### config.mk
export PLATFORM = sky130hd
export DESIGN_NAME = salted_password_hash_unit
export DESIGN_NICKNAME = d
export VERILOG_FILES = /design/src/design/sph_pkg.sv /design/src/design/sph_dp.sv /design/src/design/sph_ctrl.sv /design/src/design/salted_password_hash_unit.sv
export VERILOG_INCLUDE_DIRS = /design/src /design/src/design
export SDC_FILE = /design/constraint.sdc
export NUM_CORES = 1
export LEC_CHECK = 0
export BUFFER_PORTS_ARGS = -buffer_cell sky130_fd_sc_hd__clkbuf_2
export CAP_MARGIN = 10
export CORE_ASPECT_RATIO = 0.5
export CORE_UTILIZATION = 29
export DETAILED_ROUTE_END_ITERATION = 10
export HOLD_SLACK_MARGIN = 0.15
export PLACE_DENSITY = 0.47
export SLEW_MARGIN = 25
export SYNTH_ARGS = -nofsm -noshare
export SYNTH_HDL_FRONTEND = slang
export SYNTH_SLANG_ARGS = --single-unit
### constraint.sdc
create_clock -name clk -period 3.75 [get_ports clk]
set_input_delay 0.1875 -clock clk [delete_from_list [all_inputs] [get_ports clk]]
set_output_delay 0.1875 -clock clk [all_outputs]
set_load 0.05 [all_outputs]
### src/design/assert_macros.svh
// Assertion macros for the salted password hash unit.
// Used by the top level; no other dependencies.
`ifndef ASSERT_MACROS_SVH
`define ASSERT_MACROS_SVH

`ifndef SYNTH

// Check a property at every clock edge outside reset.
`define SPH_ASSERT(lbl, clk, rst_n, prop) \
	lbl: assert property (@(posedge clk) disable iff (!rst_n) (prop)) \
		else $error("sph assertion failed");

// Check that a condition implies another one at the next clock edge.
`define SPH_ASSERT_NEXT(lbl, clk, rst_n, ante, cons) \
	lbl: assert property (@(posedge clk) disable iff (!rst_n) (ante) |=> (cons)) \
		else $error("sph assertion failed");

`else

`define SPH_ASSERT(lbl, clk, rst_n, prop)
`define SPH_ASSERT_NEXT(lbl, clk, rst_n, ante, cons)

`endif

`endif

### src/design/sph_pkg.sv
// Package for the salted password hash unit: payload types, command struct,
// register indexes and default sizes. No dependencies.
`timescale 1ns / 1ps

package sph_pkg;

	localparam int CHAR_W     = 7;
	localparam int HASH_W     = 32;
	localparam int HASH_SHIFT = 4;   // multiply by 17 = shift by 4 plus one
	localparam int REG_IDX_W  = 1;

	localparam int MAX_CHARS_DEF = 32;
	localparam int ROUNDS_DEF    = 16;

	localparam logic [REG_IDX_W-1:0] REG_SALT     = 1'b0;
	localparam logic [REG_IDX_W-1:0] REG_EXPECTED = 1'b1;

	typedef struct packed {
		logic [CHAR_W-1:0] character;
		logic              last;
	} sph_in_t;

	typedef struct packed {
		logic [HASH_W-1:0] hash_value;
		logic              matches_res;
		logic              too_long;
	} sph_res_t;

	typedef struct packed {
		logic wr_en;     // store the incoming character
		logic rd_en;     // fetch a buffered character
		logic init;      // load the hash with the salt
		logic fold;      // hash = hash*17 + fetched character
		logic mix;       // hash ^= salt
		logic finish;    // final mix into the result register
		logic too_long;  // dropped-character flag for the result
	} sph_cmd_t;

endpackage

### src/design/sph_dp.sv
// Datapath of the salted password hash unit: config registers, character
// buffer, hash accumulator and result register. Depends on sph_pkg.
`timescale 1ns / 1ps

module sph_dp #(
	parameter int MAX_CHARS = sph_pkg::MAX_CHARS_DEF,
	localparam int IDX_W = (MAX_CHARS > 1) ? $clog2(MAX_CHARS) : 1
) (
	input  logic                             clk,
	input  logic                             arst_n,
	input  logic                             cfg_wr_en,
	input  logic [sph_pkg::REG_IDX_W-1:0]    cfg_idx,
	input  logic [sph_pkg::HASH_W-1:0]       cfg_data,
	input  sph_pkg::sph_cmd_t                cmd,
	input  logic [IDX_W-1:0]                 wr_addr,
	input  logic [IDX_W-1:0]                 rd_addr,
	input  logic [sph_pkg::CHAR_W-1:0]       wr_char,
	output sph_pkg::sph_res_t                result
);

	logic [sph_pkg::HASH_W-1:0] salt_q;
	logic [sph_pkg::HASH_W-1:0] expected_q;
	logic [sph_pkg::CHAR_W-1:0] buf_mem [MAX_CHARS];
	logic [sph_pkg::CHAR_W-1:0] rdata_q;
	logic [sph_pkg::HASH_W-1:0] hash_q;
	logic [sph_pkg::HASH_W-1:0] mixed;
	sph_pkg::sph_res_t          result_q;

	assign mixed  = hash_q ^ salt_q;
	assign result = result_q;

	always_ff @(posedge clk or negedge arst_n) begin
		if (!arst_n) begin
			salt_q     <= '0;
			expected_q <= '0;
		end else if (cfg_wr_en) begin
			unique case (cfg_idx)
				sph_pkg::REG_SALT:     salt_q     <= cfg_data;
				sph_pkg::REG_EXPECTED: expected_q <= cfg_data;
				default: ;
			endcase
		end
	end

	always_ff @(posedge clk) begin
		if (cmd.wr_en) begin
			buf_mem[wr_addr] <= wr_char;
		end
		if (cmd.rd_en) begin
			rdata_q <= buf_mem[rd_addr];
		end
	end

	always_ff @(posedge clk) begin
		if (cmd.init) begin
			hash_q <= salt_q;
		end else if (cmd.fold) begin
			hash_q <= (hash_q << sph_pkg::HASH_SHIFT) + hash_q
				+ sph_pkg::HASH_W'(rdata_q);
		end else if (cmd.mix) begin
			hash_q <= mixed;
		end
		if (cmd.finish) begin
			result_q.hash_value  <= mixed;
			result_q.matches_res <= (mixed == expected_q);
			result_q.too_long    <= cmd.too_long;
		end
	end

endmodule

### src/design/sph_ctrl.sv
// Controller of the salted password hash unit: character intake, round and
// character sequencing, output handshake. Depends on sph_pkg.
`timescale 1ns / 1ps

module sph_ctrl #(
	parameter int MAX_CHARS = sph_pkg::MAX_CHARS_DEF,
	parameter int ROUNDS    = sph_pkg::ROUNDS_DEF,
	localparam int IDX_W = (MAX_CHARS > 1) ? $clog2(MAX_CHARS) : 1
) (
	input  logic                         clk,
	input  logic                         arst_n,
	input  logic                         in_valid,
	output logic                         in_ready,
	input  logic [sph_pkg::CHAR_W-1:0]   in_char,
	input  logic                         in_last,
	output logic                         out_valid,
	input  logic                         out_ready,
	output sph_pkg::sph_cmd_t            cmd,
	output logic [IDX_W-1:0]             wr_addr,
	output logic [IDX_W-1:0]             rd_addr
);

	localparam int CNT_W = $clog2(MAX_CHARS + 1);
	localparam int RND_W = (ROUNDS > 1) ? $clog2(ROUNDS) : 1;

	typedef enum logic [1:0] {
		S_LOAD,
		S_PRIME,
		S_FOLD,
		S_MIX
	} state_t;

	state_t           state_q;
	logic [CNT_W-1:0] count_q;
	logic             term_q;
	logic             ovf_q;
	logic [IDX_W-1:0] idx_q;
	logic [RND_W-1:0] round_q;
	logic             out_valid_q;

	logic take;
	logic full;
	logic last_char;
	logic last_round;
	logic out_free;

	assign in_ready   = (state_q == S_LOAD);
	assign out_valid  = out_valid_q;
	assign take       = in_valid && in_ready;
	assign full       = (count_q == CNT_W'(MAX_CHARS));
	assign last_char  = ((CNT_W'(idx_q) + CNT_W'(1)) == count_q);
	assign last_round = (round_q == RND_W'(ROUNDS - 1));
	assign out_free   = !out_valid_q || out_ready;
	assign wr_addr    = count_q[IDX_W-1:0];
	assign rd_addr    = (state_q == S_FOLD) ? idx_q + IDX_W'(1) : '0;

	always_comb begin
		cmd          = '0;
		cmd.wr_en    = take && !term_q && (in_char != '0) && !full;
		cmd.rd_en    = (state_q == S_PRIME)
			|| (state_q == S_MIX && !last_round)
			|| (state_q == S_FOLD && !last_char);
		cmd.init     = (state_q == S_PRIME);
		cmd.fold     = (state_q == S_FOLD);
		cmd.mix      = (state_q == S_MIX) && (!last_round || out_free);
		cmd.finish   = (state_q == S_MIX) && last_round && out_free;
		cmd.too_long = ovf_q;
	end

	always_ff @(posedge clk or negedge arst_n) begin
		if (!arst_n) begin
			state_q     <= S_LOAD;
			count_q     <= '0;
			term_q      <= 1'b0;
			ovf_q       <= 1'b0;
			idx_q       <= '0;
			round_q     <= '0;
			out_valid_q <= 1'b0;
		end else begin
			// raise on a finished hash, drop once the receiver takes it
			if (cmd.finish) begin
				out_valid_q <= 1'b1;
			end else if (out_ready) begin
				out_valid_q <= 1'b0;
			end
			unique case (state_q)
				S_LOAD: begin
					if (take) begin
						if (!term_q) begin
							if (in_char == '0) begin
								term_q <= 1'b1;
							end else if (full) begin
								ovf_q <= 1'b1;
							end else begin
								count_q <= count_q + CNT_W'(1);
							end
						end
						if (in_last) begin
							state_q <= S_PRIME;
						end
					end
				end
				S_PRIME: begin
					round_q <= '0;
					idx_q   <= '0;
					state_q <= (count_q == '0) ? S_MIX : S_FOLD;
				end
				S_FOLD: begin
					if (last_char) begin
						state_q <= S_MIX;
					end else begin
						idx_q <= idx_q + IDX_W'(1);
					end
				end
				S_MIX: begin
					if (!last_round) begin
						round_q <= round_q + RND_W'(1);
						idx_q   <= '0;
						state_q <= (count_q == '0) ? S_MIX : S_FOLD;
					end else if (out_free) begin
						count_q     <= '0;
						term_q      <= 1'b0;
						ovf_q       <= 1'b0;
						state_q     <= S_LOAD;
					end
				end
				default: state_q <= S_LOAD;
			endcase
		end
	end

endmodule

### src/design/salted_password_hash_unit.sv
// Salted password hash unit, top level: ties the controller to the datapath.
// Depends on sph_pkg, sph_ctrl, sph_dp and assert_macros.svh.
//
// Usage: send the password one request per character on in_valid/in_ready
// (in_data.character, in_data.last), back to back while in_ready is high.
// A zero character ends the string; later characters are ignored. Characters
// past MAX_CHARS are dropped and reported as too_long. The request with
// last set starts hashing: the hash is seeded with salt, and each of ROUNDS
// rounds folds every stored character (hash*17 + char) and XORs the salt in.
// After the last request the hash is seeded; each round then folds one stored
// character per cycle through the single buffer read port and ends with one
// salt mix. in_ready stays low while hashing. The result sits in an output
// register, so new characters are accepted while it waits; if the receiver
// stalls, the next hash holds in its final mix step until the register is
// free. Configure salt (index 0) and expected_hash (index 1) through cfg_wr_en/cfg_idx/
// cfg_data while idle. Reset clears both registers, the character count and
// the control flags; the buffer, hash and result registers are not
// cleared.
`timescale 1ns / 1ps
`include "assert_macros.svh"

module salted_password_hash_unit #(
	parameter int MAX_CHARS = sph_pkg::MAX_CHARS_DEF,
	parameter int ROUNDS    = sph_pkg::ROUNDS_DEF
) (
	input  logic                          clk,
	input  logic                          arst_n,
	input  logic                          in_valid,
	output logic                          in_ready,
	input  sph_pkg::sph_in_t              in_data,
	output logic                          out_valid,
	input  logic                          out_ready,
	output sph_pkg::sph_res_t             out_data,
	input  logic                          cfg_wr_en,
	input  logic [sph_pkg::REG_IDX_W-1:0] cfg_idx,
	input  logic [sph_pkg::HASH_W-1:0]    cfg_data
);

	localparam int IDX_W = (MAX_CHARS > 1) ? $clog2(MAX_CHARS) : 1;

	// command bundle from the sequencer to the datapath
	sph_pkg::sph_cmd_t cmd;
	logic [IDX_W-1:0]  wr_addr;
	logic [IDX_W-1:0]  rd_addr;

	// controller: intake, round/character sequencing, output handshake
	sph_ctrl #(
		.MAX_CHARS (MAX_CHARS),
		.ROUNDS    (ROUNDS)
	) u_ctrl (
		.clk       (clk),
		.arst_n    (arst_n),
		.in_valid  (in_valid),
		.in_ready  (in_ready),
		.in_char   (in_data.character),
		.in_last   (in_data.last),
		.out_valid (out_valid),
		.out_ready (out_ready),
		.cmd       (cmd),
		.wr_addr   (wr_addr),
		.rd_addr   (rd_addr)
	);

	// datapath: buffer memory, hash register, config and result registers
	sph_dp #(
		.MAX_CHARS (MAX_CHARS)
	) u_dp (
		.clk       (clk),
		.arst_n    (arst_n),
		.cfg_wr_en (cfg_wr_en),
		.cfg_idx   (cfg_idx),
		.cfg_data  (cfg_data),
		.cmd       (cmd),
		.wr_addr   (wr_addr),
		.rd_addr   (rd_addr),
		.wr_char   (in_data.character),
		.result    (out_data)
	);

	// buffer writes happen only on an accepted request
	`SPH_ASSERT(a_wr_on_accept, clk, arst_n, !cmd.wr_en || (in_valid && in_ready))
	// a finished request blocks intake while hashing
	`SPH_ASSERT_NEXT(a_busy_after_last, clk, arst_n, in_valid && in_ready && in_data.last, !in_ready)
	// never overwrite a result the receiver has not taken
	`SPH_ASSERT(a_no_overwrite, clk, arst_n, !cmd.finish || !out_valid || out_ready)
	// datapath steps are mutually exclusive
	`SPH_ASSERT(a_one_step, clk, arst_n, $onehot0({cmd.init, cmd.fold, cmd.mix}))

endmodule
== Word-level counts from Yosys, hierarchy flattened ==
Memories as Yosys holds them, arrays and structs flattened. A register that Yosys moved wholly into a read port is not among the register bits.
Index checks and enable logic that the tools add are counted.
Cells by class
  mux-type cells: 38
  reduce and logical (&&, ||, !) cells: 35
  add/sub/neg operators: 6
  bitwise gates (word level): 2
  equality and inequality tests: 19
Operators with widths (count)
  $mux W32: 3
  $mux W6: 6
  $add A32 B32 Y32: 1
  $add A32 B7 Y32: 1
  $eq A32 B32 Y1: 1
  $xor A32 B32 Y32: 1
  $ne A2 B2 Y1 const B: 8
  $mux W5: 3
  $pmux W5 S3: 1
  $mux W1: 14
  $reduce_and A7 Y1: 2
  $pmux W6 S2: 1
  $mux W2: 5
  $logic_and A1 B1 Y1: 9
  $pmux W2 S4: 1
  $pmux W4 S2: 1
  $reduce_and A4 Y1: 2
  $logic_not A7 Y1: 1
  $reduce_bool A7 Y1: 1
  $add A5 B1 Y6 const B: 1
  $add A6 B1 Y6 const B: 1
  $eq A6 B6 Y1: 1
  $eq A6 B6 Y1 const B: 1
  $logic_not A6 Y1: 1
  other kinds (17): 33
Word-level totals
  memories: 1
  RAM bits: 224
  output and inout bits: 36
  register bits after elaboration: 150
Memories
  u_dp.buf_mem: depth 32, bits a word 7, read ports 1, clocked after Yosys merged registers in 1, write ports 1, line sph_dp.sv:23  | logic [sph_pkg::CHAR_W-1:0] buf_mem [MAX_CHARS];

== Longest topological paths before layout ==
Gate-level depths: netlist of run 1.
  depth after elaboration: 7
  gate-level depth with buffers: 11
  gate-level depth less buffers: 11

== By module ==
Synthesis of run 1 repeated with hierarchy kept, for this count alone.
Second synthesis, totals
  cells, all modules: 1285
  area, all modules: 18290.0 µm²
Modules (own cells, without submodules)
  sph_dp: cells an instance 1141, area each 16991.3 µm², times used 1
  sph_ctrl: cells an instance 144, area each 1298.7 µm², times used 1

== Least setup slack after synthesis of run 1 ==
No wires, ideal clock.
  path kind: flip-flop to flip-flop
  start point: register u_ctrl.round_q[0]
  end point: register u_ctrl.count_q[5]
  data required time: 3.651 ns
  slack: 0.745 ns
  buffers on the path: 1
  setup time: 0.099 ns
  arrival: 2.906 ns
  cell stages (with the launch flop): 10
  clock period less this slack: 3.005 ns
  path through: dfrtp_1 > ha_1 > nand2_1 > nor2_1 > and3_1 > clkbuf_1 > o32a_1 > nand3_1 > or3_1 > a21oi_1
On the way
  cells in the longest elaborated chain, start to end: 3
Ends and longest elaborated chain
  start: declaration: line sph_ctrl.sv:38  | logic [RND_W-1:0] round_q;
  start signal: assignment: line sph_ctrl.sv:117  | round_q <= round_q + RND_W'(1);
  $eq A4 B4 Y1: line sph_ctrl.sv:52  | assign last_round = (round_q == RND_W'(ROUNDS - 1));
  $ne A2 B1 Y1 (no line)
  $reduce_and A7 Y1 (no line)
  end signal: assignment: line sph_ctrl.sv:95  | count_q <= count_q + CNT_W'(1);
  end: declaration: line sph_ctrl.sv:34  | logic [CNT_W-1:0] count_q;
No other way between the ends.
A chain may end at the register's enable or synchronous reset.

== Worst setup path after layout of run 1 ==
  start point: register u_dp.hash_q[1] (netlist name)
  end point: register u_dp.hash_q[29] (netlist name), data pin
On the way
  cells in the longest elaborated chain, start to end: 4
Ends and longest elaborated chain
  start: declaration: line sph_dp.sv:25  | logic [sph_pkg::HASH_W-1:0] hash_q;
  start signal: assignment: line sph_dp.sv:56  | hash_q <= salt_q;
  start signal: assignment: line sph_dp.sv:58  | hash_q <= (hash_q << sph_pkg::HASH_SHIFT) + hash_q
  start signal: assignment: line sph_dp.sv:61  | hash_q <= mixed;
  $add A32 B32 Y32: line sph_dp.sv:58
  $add A32 B7 Y32: line sph_dp.sv:59  | + sph_pkg::HASH_W'(rdata_q);
  $mux W32: line sph_dp.sv:57  | end else if (cmd.fold) begin
  $mux W32: line sph_dp.sv:55  | if (cmd.init) begin
No other way between the ends.

==> flow_metrics.env, run 1 <==
export IMPL_hold_class="input port to flop"
export IMPL_nets=1715
export IMPL_numCtsBuffers=40
export IMPL_cts_max_level=2
export IMPL_drive_gt1_share_pct=16.4
export IMPL_syn_num_nets=1573
export IMPL_yosys_most_used_dff="edfxtp_1"
export IMPL_globalRouteOverflowTotal=0
export IMPL_core_mm2=0.0630
export IMPL_hold_buffers=38
export IMPL_async_flop_share_pct=22.0
export IMPL_max_cap_viol_count=0
export IMPL_cts_root_buf="clkbuf_16"
export IMPL_synth_cell_types=70
export IMPL_worstPathRequired_ns=4.14
export IMPL_dp_hpwl_mm=33.8
export IMPL_crit_chain="ha_1 -> ha_1 -> inv_1 -> fa_1 -> nor2b_1 -> o211ai_1 -> a311o_1 -> a21oi_2 -> a21boi_1 -> mux2_1 -> a211oi_2"
export IMPL_final_common_cell="edfxtp_1"
export IMPL_power_leakage_uw=0.00801
export IMPL_setup_ws_ns=0.401
export IMPL_clock_sinks=381
export IMPL_cts_tree="built"
export IMPL_setup_viol=0
export IMPL_worstSkewPairLatency_ns=0.57
export IMPL_ant_nets=0
export IMPL_vdd_drop_max_v=0.000445
export IMPL_cts_buffer_depth=3
export IMPL_worstSetupPathType="flop to flop"
export IMPL_cp_arrival_ns=3.74
export IMPL_grt_pass1_vias=12200
export IMPL_fin_area_mm2=0.0217
export IMPL_remaining_drc_errors=0
export IMPL_place_ws_ns=0.417
export IMPL_io_buffers=81
export IMPL_rsz0062_at_grt="no"
export IMPL_synth_area_per_cell_um2=12.7
export IMPL_drv_slew=0
export IMPL_clock_skew_ns=0.0277
export IMPL_antenna_cells=0
export IMPL_pin_count=82
export IMPL_vias_per_cell=4.94
export IMPL_final_cells=2467
export IMPL_die_height_um=181
export IMPL_area_growth_pct=17.7
export IMPL_grt_pass1_wl_mm=76.3
export IMPL_tns_ns=0
export IMPL_yosysTopAreaCellShare_pct=48.2
export IMPL_period_needed_ns=3.35
export IMPL_worstSetupEndpointType="flop"
export IMPL_drtIter0Drc=919
export IMPL_firstDrtPassIters=5
export IMPL_synth_cells=1459
export IMPL_synth_edf_count=297
export IMPL_synth_top_cell_by_area="edfxtp_1"
export IMPL_start_util_pct=29.3
export IMPL_grt_max_degree=60
export IMPL_die_width_um=359
export IMPL_status="completed"
export IMPL_ys_seq_area_share_pct=59.6
export IMPL_critical_path_max_fanout=6
export IMPL_dp_cells=2358
export IMPL_syn_area_mm2=0.0185
export IMPL_grt_use_total_pct=15.3
export IMPL_routedWlPerCell_um=20.2
export IMPL_placed_area_mm2=0.0201
export IMPL_relSlewSlack_pct=40.6
export IMPL_p_total_uw=15600
export IMPL_worst_path_buf_inv=1
export IMPL_fp_row_count=65
export IMPL_cts_resized=0
export IMPL_timing_fmax_ghz=0.299
export IMPL_cpMostUsedCell="ha_1"
export IMPL_synth_warnings=0
export IMPL_ys_ff_latch=381
export IMPL_cp_start_kind="flop"
export IMPL_wl_mm=49.8
export IMPL_hold_viol=0
export IMPL_num_vias=12200
export IMPL_crit_family="compound AO/OA/AOI/OAI gates"
export IMPL_cts_setup_buffers=0
export IMPL_cp_slowest_cell="edfxtp_1"
export IMPL_critPathMaxStageDelay_ns=0.51
export IMPL_gp_congestion=0.858
export IMPL_layout_worst_path_cycle_share_pct=89.3
export IMPL_ys_top_cells_by_area="edfxtp_1 (48%), dfrtp_1 (11%), ha_1 (4.3%)"
export IMPL_antenna_found_initial=0
export IMPL_mostFrequentLayoutCells="edfxtp_1 (297), nand2_1 (159), a21oi_1 (86)"
export IMPL_p_per_area_mw_per_mm2=719
export IMPL_die_area_mm2=0.0648
export IMPL_worst_pin_slew_ns=0.889
export IMPL_path_clk_slew_ns=0.06
[synth_stat cells (3+ instances only)]
cell	n
edfxtp_1	297
nand2_1	159
a21oi_1	86
nor2_1	85
dfrtp_1	84
nand3_1	69
xor2_1	67
ha_1	64
mux2_2	41
o21ai_0	41
clkbuf_1	40
mux2_1	35
xnor2_1	31
inv_1	21
o21ai_1	21
mux4_2	20
o22ai_1	20
nor2b_1	19
o221ai_1	18
a211oi_1	17
maj3_1	17
o211ai_1	15
a31oi_1	13
buf_1	12
buf_2	12
mux2i_1	12
a21o_1	11
nand4_1	11
or3_1	11
nor4_1	9
nand2b_1	7
o211a_1	7
a221oi_1	6
and3_1	6
nor3_1	6
o21a_1	6
and2_1	5
a221o_1	4
a22o_1	4
fa_1	4
o2111ai_1	4
buf_4	3
o21bai_1	3
o31ai_1	3
[layer usage]
| layer | GRT usage [%] | part of all wire (%) | vias to the layer above |
|---|---|---|---|
| met5 | 0 | 0 | - |
| met2 | 25.0 | 47 | 223 |
| met3 | 2.23 | 3.6 | 60 |
| met4 | 4.05 | 2.3 | 0 |
| met1 | 21.1 | 48 | 6121 |
| li1 | - | - | 5792 |
[power by group]
group | switching [µW] | internal [µW]
registers | 475 | 5200
logic | 3340 | 2590
clock network | 1750 | 2280
total | 5570 | 10100
[registers in the layout, summed over array words and instances (netlist names), 2 cells and up]
| register | flops |
|---|---|
| u_dp.expected_q | 32 |
| u_ctrl.idx_q | 5 |
| u_ctrl.round_q | 4 |
| u_ctrl.state_q | 2 |
| u_dp.salt_q | 32 |
| u_dp.buf_mem | 224 |
| u_ctrl.count_q | 6 |
| u_dp.rdata_q | 7 |
| u_dp.result | 34 |
| u_dp.hash_q | 32 |
[worst paths after layout]
check | from | to | slack [ns] | depth (start not counted)
worst max-delay path | u_dp.hash_q[1] | u_dp.hash_q[29] | 0.40 | 11
worst min-delay path | in_data[1] | u_dp.buf_mem[26][0] | 0.16 | 2
worst max register to register | u_dp.hash_q[1] | u_dp.hash_q[29] | 0.40 | 11
worst min register to register | u_ctrl.ovf_q | u_dp.result[0] | 0.51 | 0
max in group asynchronous | arst_n | u_dp.expected_q[5] | 2.57 | 3
min in group asynchronous | arst_n | u_dp.expected_q[30] | 0.30 | 2
[worst reg2reg max path, stage by stage, from the launching register on]
cell      delay (ns)
edfxtp_1        0.51
ha_1            0.34
ha_1            0.16
inv_1           0.05
fa_1            0.40
nor2b_1         0.17
o211ai_1        0.16
a311o_1         0.44
a21oi_2         0.26
a21boi_1        0.15
mux2_1          0.34
a211oi_2        0.19
[cells by family after synthesis]
kind of cell | synth area share (%)
flops | 59.6
mux | 7.72
simple gates | 9.67
buf+inv | 2.00
compound gates | 10.6
fa+ha+maj | 5.69
xor+xnor | 4.73
[final cells by class]
| type | instances | area [µm²] |
|---|---|---|
| multi-input cells | 987 | 7130 |
| inverters | 23 | 86.3 |
| repair buffers | 168 | 1160 |
| fillers | 6178 | 41300 |
| flip-flops and latches | 381 | 11000 |
| well taps | 837 | 1050 |
| clock inverters | 22 | 258 |
| clock buffers | 49 | 1040 |
[metrics by stage]
| step | utilization [%] | hold slack [ns] |
|---|---|---|
| floorplan | - | -0.108 |
| global placement | 31.8 | 0.353 |
| detailed placement | 31.8 | 0.356 |
| CTS | 34.5 | 0.151 |
| global route | 34.5 | 0.160 |
| finish | 34.5 | 0.157 |
No activity file was read; power rests on OpenSTA's default activity.
==> run 2: changes to the inputs <==
--- a/config.mk
+++ b/config.mk
@@ -10,9 +10,9 @@
 export CAP_MARGIN = 10
 export CORE_ASPECT_RATIO = 0.5
 export CORE_UTILIZATION = 29
+export CTS_CLUSTER_DIAMETER = 50
 export DETAILED_ROUTE_END_ITERATION = 10
 export HOLD_SLACK_MARGIN = 0.15
-export PLACE_DENSITY = 0.47
 export SLEW_MARGIN = 25
 export SYNTH_ARGS = -nofsm -noshare
 export SYNTH_HDL_FRONTEND = slang
==> run 2 against run 1 <==
  * Routed wire length shrank 4.0%
  * Final area up 0.42%
  * Die area did not move
  * Worst hold slack better by 0.031 ns
  * First-iteration DRC count is 4.1% higher
  * Maximum frequency is 0.12% lower
  * Flip-flop and latch count is the same
  * Sequential power barely moved
  * Via count increased by 1.6%
  * Critical path type unchanged
  * Largest power group unchanged
  * Highest routed layer unchanged
==> flow_metrics.env, run 2 (same netlist as run 1, synthesis figures left out) <==
export IMPL_status="completed"
export IMPL_max_cap_viol_count=0
export IMPL_worstSkewPairLatency_ns=0.56
export IMPL_drive_gt1_share_pct=15.7
export IMPL_holdPathStages=2
export IMPL_cp_slowest_cell="edfxtp_1"
export IMPL_grt_pass1_wl_mm=73.7
export IMPL_place_ws_ns=0.394
export IMPL_cts_max_level=2
export IMPL_cts_buffer_depth=3
export IMPL_r2r_slack_ns=0.40
export IMPL_dp_hpwl_mm=32.5
export IMPL_critPathMaxStageDelay_ns=0.52
export IMPL_gp_congestion=0.913
export IMPL_pin_count=82
export IMPL_hold_viol=0
export IMPL_antenna_found_initial=0
export IMPL_vias_per_cell=5.03
export IMPL_placed_area_mm2=0.0200
export IMPL_tns_ns=0
export IMPL_path_clk_slew_ns=0.07
export IMPL_hold_end="u_dp.buf_mem[1][4]"
export IMPL_grt_pass1_vias=12500
export IMPL_rr_worst_depth=11
export IMPL_p_per_area_mw_per_mm2=720
export IMPL_num_vias=12400
export IMPL_clock_skew_ns=0.0234
export IMPL_largest_reg_flops=224
export IMPL_antenna_cells=0
export IMPL_hold_path_startpoint="in_data[5]"
export IMPL_worstSetupPathType="flop to flop"
export IMPL_remaining_drc_errors=0
export IMPL_io_buffers=81
export IMPL_cts_tree="built"
export IMPL_setup_ws_ns=0.397
export IMPL_cpMostUsedCell="ha_1"
export IMPL_period_needed_ns=3.35
export IMPL_area_growth_pct=18.1
export IMPL_crit_chain="ha_1 -> ha_1 -> inv_1 -> fa_1 -> nor2b_1 -> o211ai_1 -> a311o_1 -> a21oi_2 -> a21boi_1 -> mux2_1 -> a211oi_2"
export IMPL_utilization_pct=34.7
export IMPL_r2r_end="u_dp.hash_q[29]"
export IMPL_grt_max_degree=60
export IMPL_drv_slew=0
export IMPL_wl_mm=47.8
export IMPL_setup_viol=0
export IMPL_clock_sinks=381
export IMPL_start_util_pct=29.3
export IMPL_globalRouteOverflowTotal=0
export IMPL_worst_pin_slew_ns=0.807
export IMPL_worstSetupEndpointType="flop"
export IMPL_reg2reg_from="u_dp.hash_q[1]"
export IMPL_routedWlPerCell_um=19.4
export IMPL_p_total_uw=15700
export IMPL_numCtsBuffers=41
export IMPL_fin_area_mm2=0.0218
export IMPL_mostFrequentLayoutCells="edfxtp_1 (297), nand2_1 (159), a21oi_1 (86)"
export IMPL_die_area_mm2=0.0648
export IMPL_cp_start_kind="flop"
export IMPL_layout_worst_path_cycle_share_pct=89.4
export IMPL_cp_arrival_ns=3.77
export IMPL_power_leakage_uw=0.00803
export IMPL_relSlewSlack_pct=46.2
export IMPL_nets=1711
export IMPL_hold_class="input port to flop"
export IMPL_cts_root_buf="clkbuf_16"
export IMPL_vdd_drop_max_v=0.000356
export IMPL_regMostFlops="u_dp.buf_mem"
export IMPL_die_height_um=181
export IMPL_timing_fmax_ghz=0.298
export IMPL_final_common_cell="edfxtp_1"
export IMPL_ant_nets=0
export IMPL_drtIter0Drc=957
export IMPL_firstDrtPassIters=7
export IMPL_worstPathRequired_ns=4.16
export IMPL_die_width_um=359
export IMPL_fp_row_count=65
export IMPL_core_mm2=0.0630
export IMPL_critical_path_max_fanout=6
export IMPL_grt_use_total_pct=14.5
export IMPL_rsz0062_at_grt="no"
==> run 2: cell count changes in the layout (fill, tap and decap cells not counted), sizes merged <==
| cell | delta |
|---|---|
| clkinv | -6 |
| inv | -1 |
| dlygate4sd3 | +10 |
| buf | -15 |
| bufinv | -1 |
| clkbuf | +7 |
| clkinvlp | +2 |
==> run 2: routing by layer <==
layer / wire length, µm / global-route usage, % / vias up
met4: 1160 / 4.22 / 0
met1: 21100 / 18.8 / 6249
met5: 0 / 0 / -
met2: 23500 / 25.0 / 276
met3: 2000 / 2.44 / 68
li1: - / - / 5797
==> run 2: worst max path at each step <==
stage	from	to	slack, ns
after floorplan	u_ctrl.round_q[0]	u_ctrl.count_q[5]	0.75
after global placement	u_dp.hash_q[1]	u_dp.hash_q[26]	0.48
after detailed placement	u_dp.hash_q[1]	u_dp.hash_q[29]	0.39
final	u_dp.hash_q[1]	u_dp.hash_q[29]	0.40
after global routing	u_dp.hash_q[1]	u_dp.hash_q[29]	0.17
after CTS	u_dp.hash_q[1]	u_dp.hash_q[29]	0.39
==> run 2: stage by stage <==
| step | hold WS (ns) | instances |
|---|---|---|
| global placement | 0.331 | 2341 |
| floorplan | -0.108 | 1459 |
| CTS | 0.171 | 2463 |
| finish | 0.188 | 2463 |
| detailed placement | 0.338 | 2343 |
| global route | 0.192 | 2463 |
==> run 2: layout make-up <==
cell class,count,area (µm²)
fill,6091,41200
tap,837,1050
sequential,381,11000
inverter,23,86.3
clock inverter,16,200
multi-input combinational,987,7130
timing repair buffer,163,1200
clock buffer,56,1150
==> run 2: where the power goes <==
group | internal [µW] | switching, µW
clock network | 2390 | 1720
registers | 5200 | 481
logic | 2610 | 3330
total | 10200 | 5520
==> run 2: timing repair <==
item / CTS / global route
hold buffers: 48 / 0
endpoints found under the hold margin: 130 / 0
buffers inserted: 0 / 0
resized for setup: 0 / 0
==> run 2: worst max-delay path, delay by kind of cell (launching register included) <==
kind,cells,cell delay (ns)
compound gates,5,1.17
simple gates,1,0.19
flops,1,0.52
fa+ha+maj,3,0.91
buf+inv,1,0.06
mux,1,0.34
==> run 3: changes to the inputs <==
--- a/config.mk
+++ b/config.mk
@@ -9,6 +9,7 @@
 export BUFFER_PORTS_ARGS = -buffer_cell sky130_fd_sc_hd__clkbuf_2
 export CAP_MARGIN = 10
 export CORE_ASPECT_RATIO = 0.5
+export CORE_MARGIN = 2
 export CORE_UTILIZATION = 29
 export CTS_CLUSTER_DIAMETER = 50
 export DETAILED_ROUTE_END_ITERATION = 10
==> run 3 against run 2 <==
  * Via count is 1.2% lower
  * Highest routed layer unchanged
  * Critical endpoint unchanged
  * Sequential share of layout area is 0.055 points lower
  * First-iteration DRC count is 1.8% lower
==> flow_metrics.env, run 3 (same netlist as run 1, synthesis figures left out) <==
export IMPL_status="completed"
export IMPL_vias_per_cell=4.97
export IMPL_clock_sinks=381
export IMPL_start_util_pct=29.3
export IMPL_hold_path_startpoint="in_data[6]"
export IMPL_cp_slowest_cell="edfxtp_1"
export IMPL_globalRouteOverflowTotal=0
export IMPL_worst_pin_slew_ns=0.899
export IMPL_cts_max_level=2
export IMPL_cts_setup_buffers=0
export IMPL_gp_congestion=0.908
export IMPL_nets=1711
export IMPL_layout_worst_path_cycle_share_pct=88.7
export IMPL_area_growth_pct=18.3
export IMPL_remaining_drc_errors=0
export IMPL_power_internal_uw=10200
export IMPL_cpMostUsedCell="ha_1"
export IMPL_grt_max_degree=75
export IMPL_timing_fmax_ghz=0.301
export IMPL_die_area_mm2=0.0659
export IMPL_drive_gt1_share_pct=15.8
export IMPL_reg2reg_from="u_dp.hash_q[1]"
export IMPL_die_height_um=183
export IMPL_mostFrequentLayoutCells="edfxtp_1 (297), nand2_1 (159), a21oi_1 (86)"
export IMPL_rsz0062_at_grt="no"
export IMPL_hold_viol=0
export IMPL_pin_count=82
export IMPL_max_cap_viol_count=0
export IMPL_period_needed_ns=3.33
export IMPL_cp_arrival_ns=3.72
export IMPL_numCtsBuffers=42
export IMPL_grt_pass1_wl_mm=74.2
export IMPL_place_ws_ns=0.443
export IMPL_regMostFlops="u_dp.buf_mem"
export IMPL_worstPathRequired_ns=4.15
export IMPL_clock_skew_ns=0.0232
export IMPL_cts_tree="built"
export IMPL_drtIter0Drc=940
export IMPL_dp_cells=2340
export IMPL_seqPwrFrac_pct=36.1
export IMPL_path_clk_slew_ns=0.06
export IMPL_power_leakage_uw=0.00806
export IMPL_dp_hpwl_mm=32.0
export IMPL_final_common_cell="edfxtp_1"
export IMPL_grt_use_total_pct=14.4
export IMPL_tns_ns=0
export IMPL_fp_row_count=65
export IMPL_cts_buffer_depth=3
export IMPL_core_mm2=0.0630
export IMPL_firstDrtPassIters=5
export IMPL_relSlewSlack_pct=40.0
export IMPL_io_buffers=81
export IMPL_p_per_area_mw_per_mm2=719
export IMPL_critPathMaxStageDelay_ns=0.51
export IMPL_p_clk_share_pct=26.1
export IMPL_crit_chain="ha_1 -> ha_1 -> inv_1 -> fa_1 -> nor2b_1 -> o211ai_1 -> a311o_1 -> a21oi_2 -> a21boi_1 -> mux2_1 -> a211oi_2"
export IMPL_routedWlPerCell_um=19.2
export IMPL_setup_ws_ns=0.424
export IMPL_worstSetupPathType="flop to flop"
export IMPL_num_vias=12200
export IMPL_antenna_cells=0
export IMPL_p_sw_uw=5550
export IMPL_combPwrFrac_pct=37.8
export IMPL_setup_viol=0
export IMPL_cts_resized=0
export IMPL_hold_class="input port to flop"
export IMPL_die_width_um=361
export IMPL_ant_nets=0
export IMPL_worstSetupEndpointType="flop"
export IMPL_cts_root_buf="clkbuf_16"
export IMPL_worstSkewPairLatency_ns=0.57
export IMPL_cp_start_kind="flop"
export IMPL_swShare_pct=35.3
export IMPL_hold_buffers=49
export IMPL_antenna_found_initial=0
export IMPL_final_cells=2463
export IMPL_vdd_drop_max_v=0.000355
export IMPL_drv_slew=0
export IMPL_largest_reg_flops=224
export IMPL_wl_mm=47.3
export IMPL_critical_path_max_fanout=6
export IMPL_crit_start="u_dp.hash_q[1]"
export IMPL_grt_pass1_vias=12300
[run 3: metal layers]
layer	share of wire, %	global-route usage, %	wire length [µm]	vias to the layer above
li1	-	-	-	5777
met1	45	19.0	21100	6102
met2	48	24.0	22600	282
met3	4.3	2.19	2020	76
met4	3.2	5.00	1540	0
met5	0	0	0	-
[run 3: cell type report]
type                    count  area (µm²)
fillers                  6118       41200
flip-flops and latches    381       11000
multi-input cells         987        7130
clock buffers              57        1220
repair buffers            162        1190
well taps                 837        1050
clock inverters            16         168
inverters                  23        86.3
[run 3: power groups by stage]
stage / clock [µW] / combinational, µW / sequential (µW)
floorplan: 0 / 4500 / 5580
global placement: 0 / 5760 / 5750
detailed placement: 0 / 5830 / 5760
CTS: 4200 / 5920 / 5680
global route: 4370 / 6650 / 5740
finish: 4110 / 5940 / 5680
[run 3: final timing paths]
| kind | cells after the start | slack, ns | end |
|---|---|---|---|
| min in group asynchronous | 2 | 0.28 | u_dp.expected_q[2] |
| min reg2reg | 1 | 0.52 | u_dp.expected_q[30] |
| max reg2reg | 11 | 0.42 | u_dp.hash_q[29] |
| min | 2 | 0.16 | u_dp.buf_mem[12][5] |
| max in group asynchronous | 3 | 2.60 | u_dp.salt_q[24] |
| max | 11 | 0.42 | u_dp.hash_q[29] |
[run 3: critical path: cells and delay by family, from the launching register on]
kind / cells / cell delay, ns
AND/OR/NAND/NOR: 1 / 0.17
AO/OA/AOI/OAI: 5 / 1.20
adder cells (fa/ha/maj): 3 / 0.91
flip-flops: 1 / 0.51
multiplexers: 1 / 0.34
buffers and inverters: 1 / 0.06
[run 3: per-stage QoR]
stage | instance area [µm²] | utilization [%] | hold slack (ns) | total power (µW)
6_report | 21900 | 34.7 | 0.165 | 15700
5_1_grt | 21900 | 34.7 | 0.173 | 16800
4_1_cts | 21800 | 34.6 | 0.155 | 15800
3_5_place_dp | 20000 | 31.7 | 0.362 | 11600
3_3_place_gp | 19900 | 31.6 | 0.348 | 11500
2_1_floorplan | 18500 | - | -0.108 | 10100
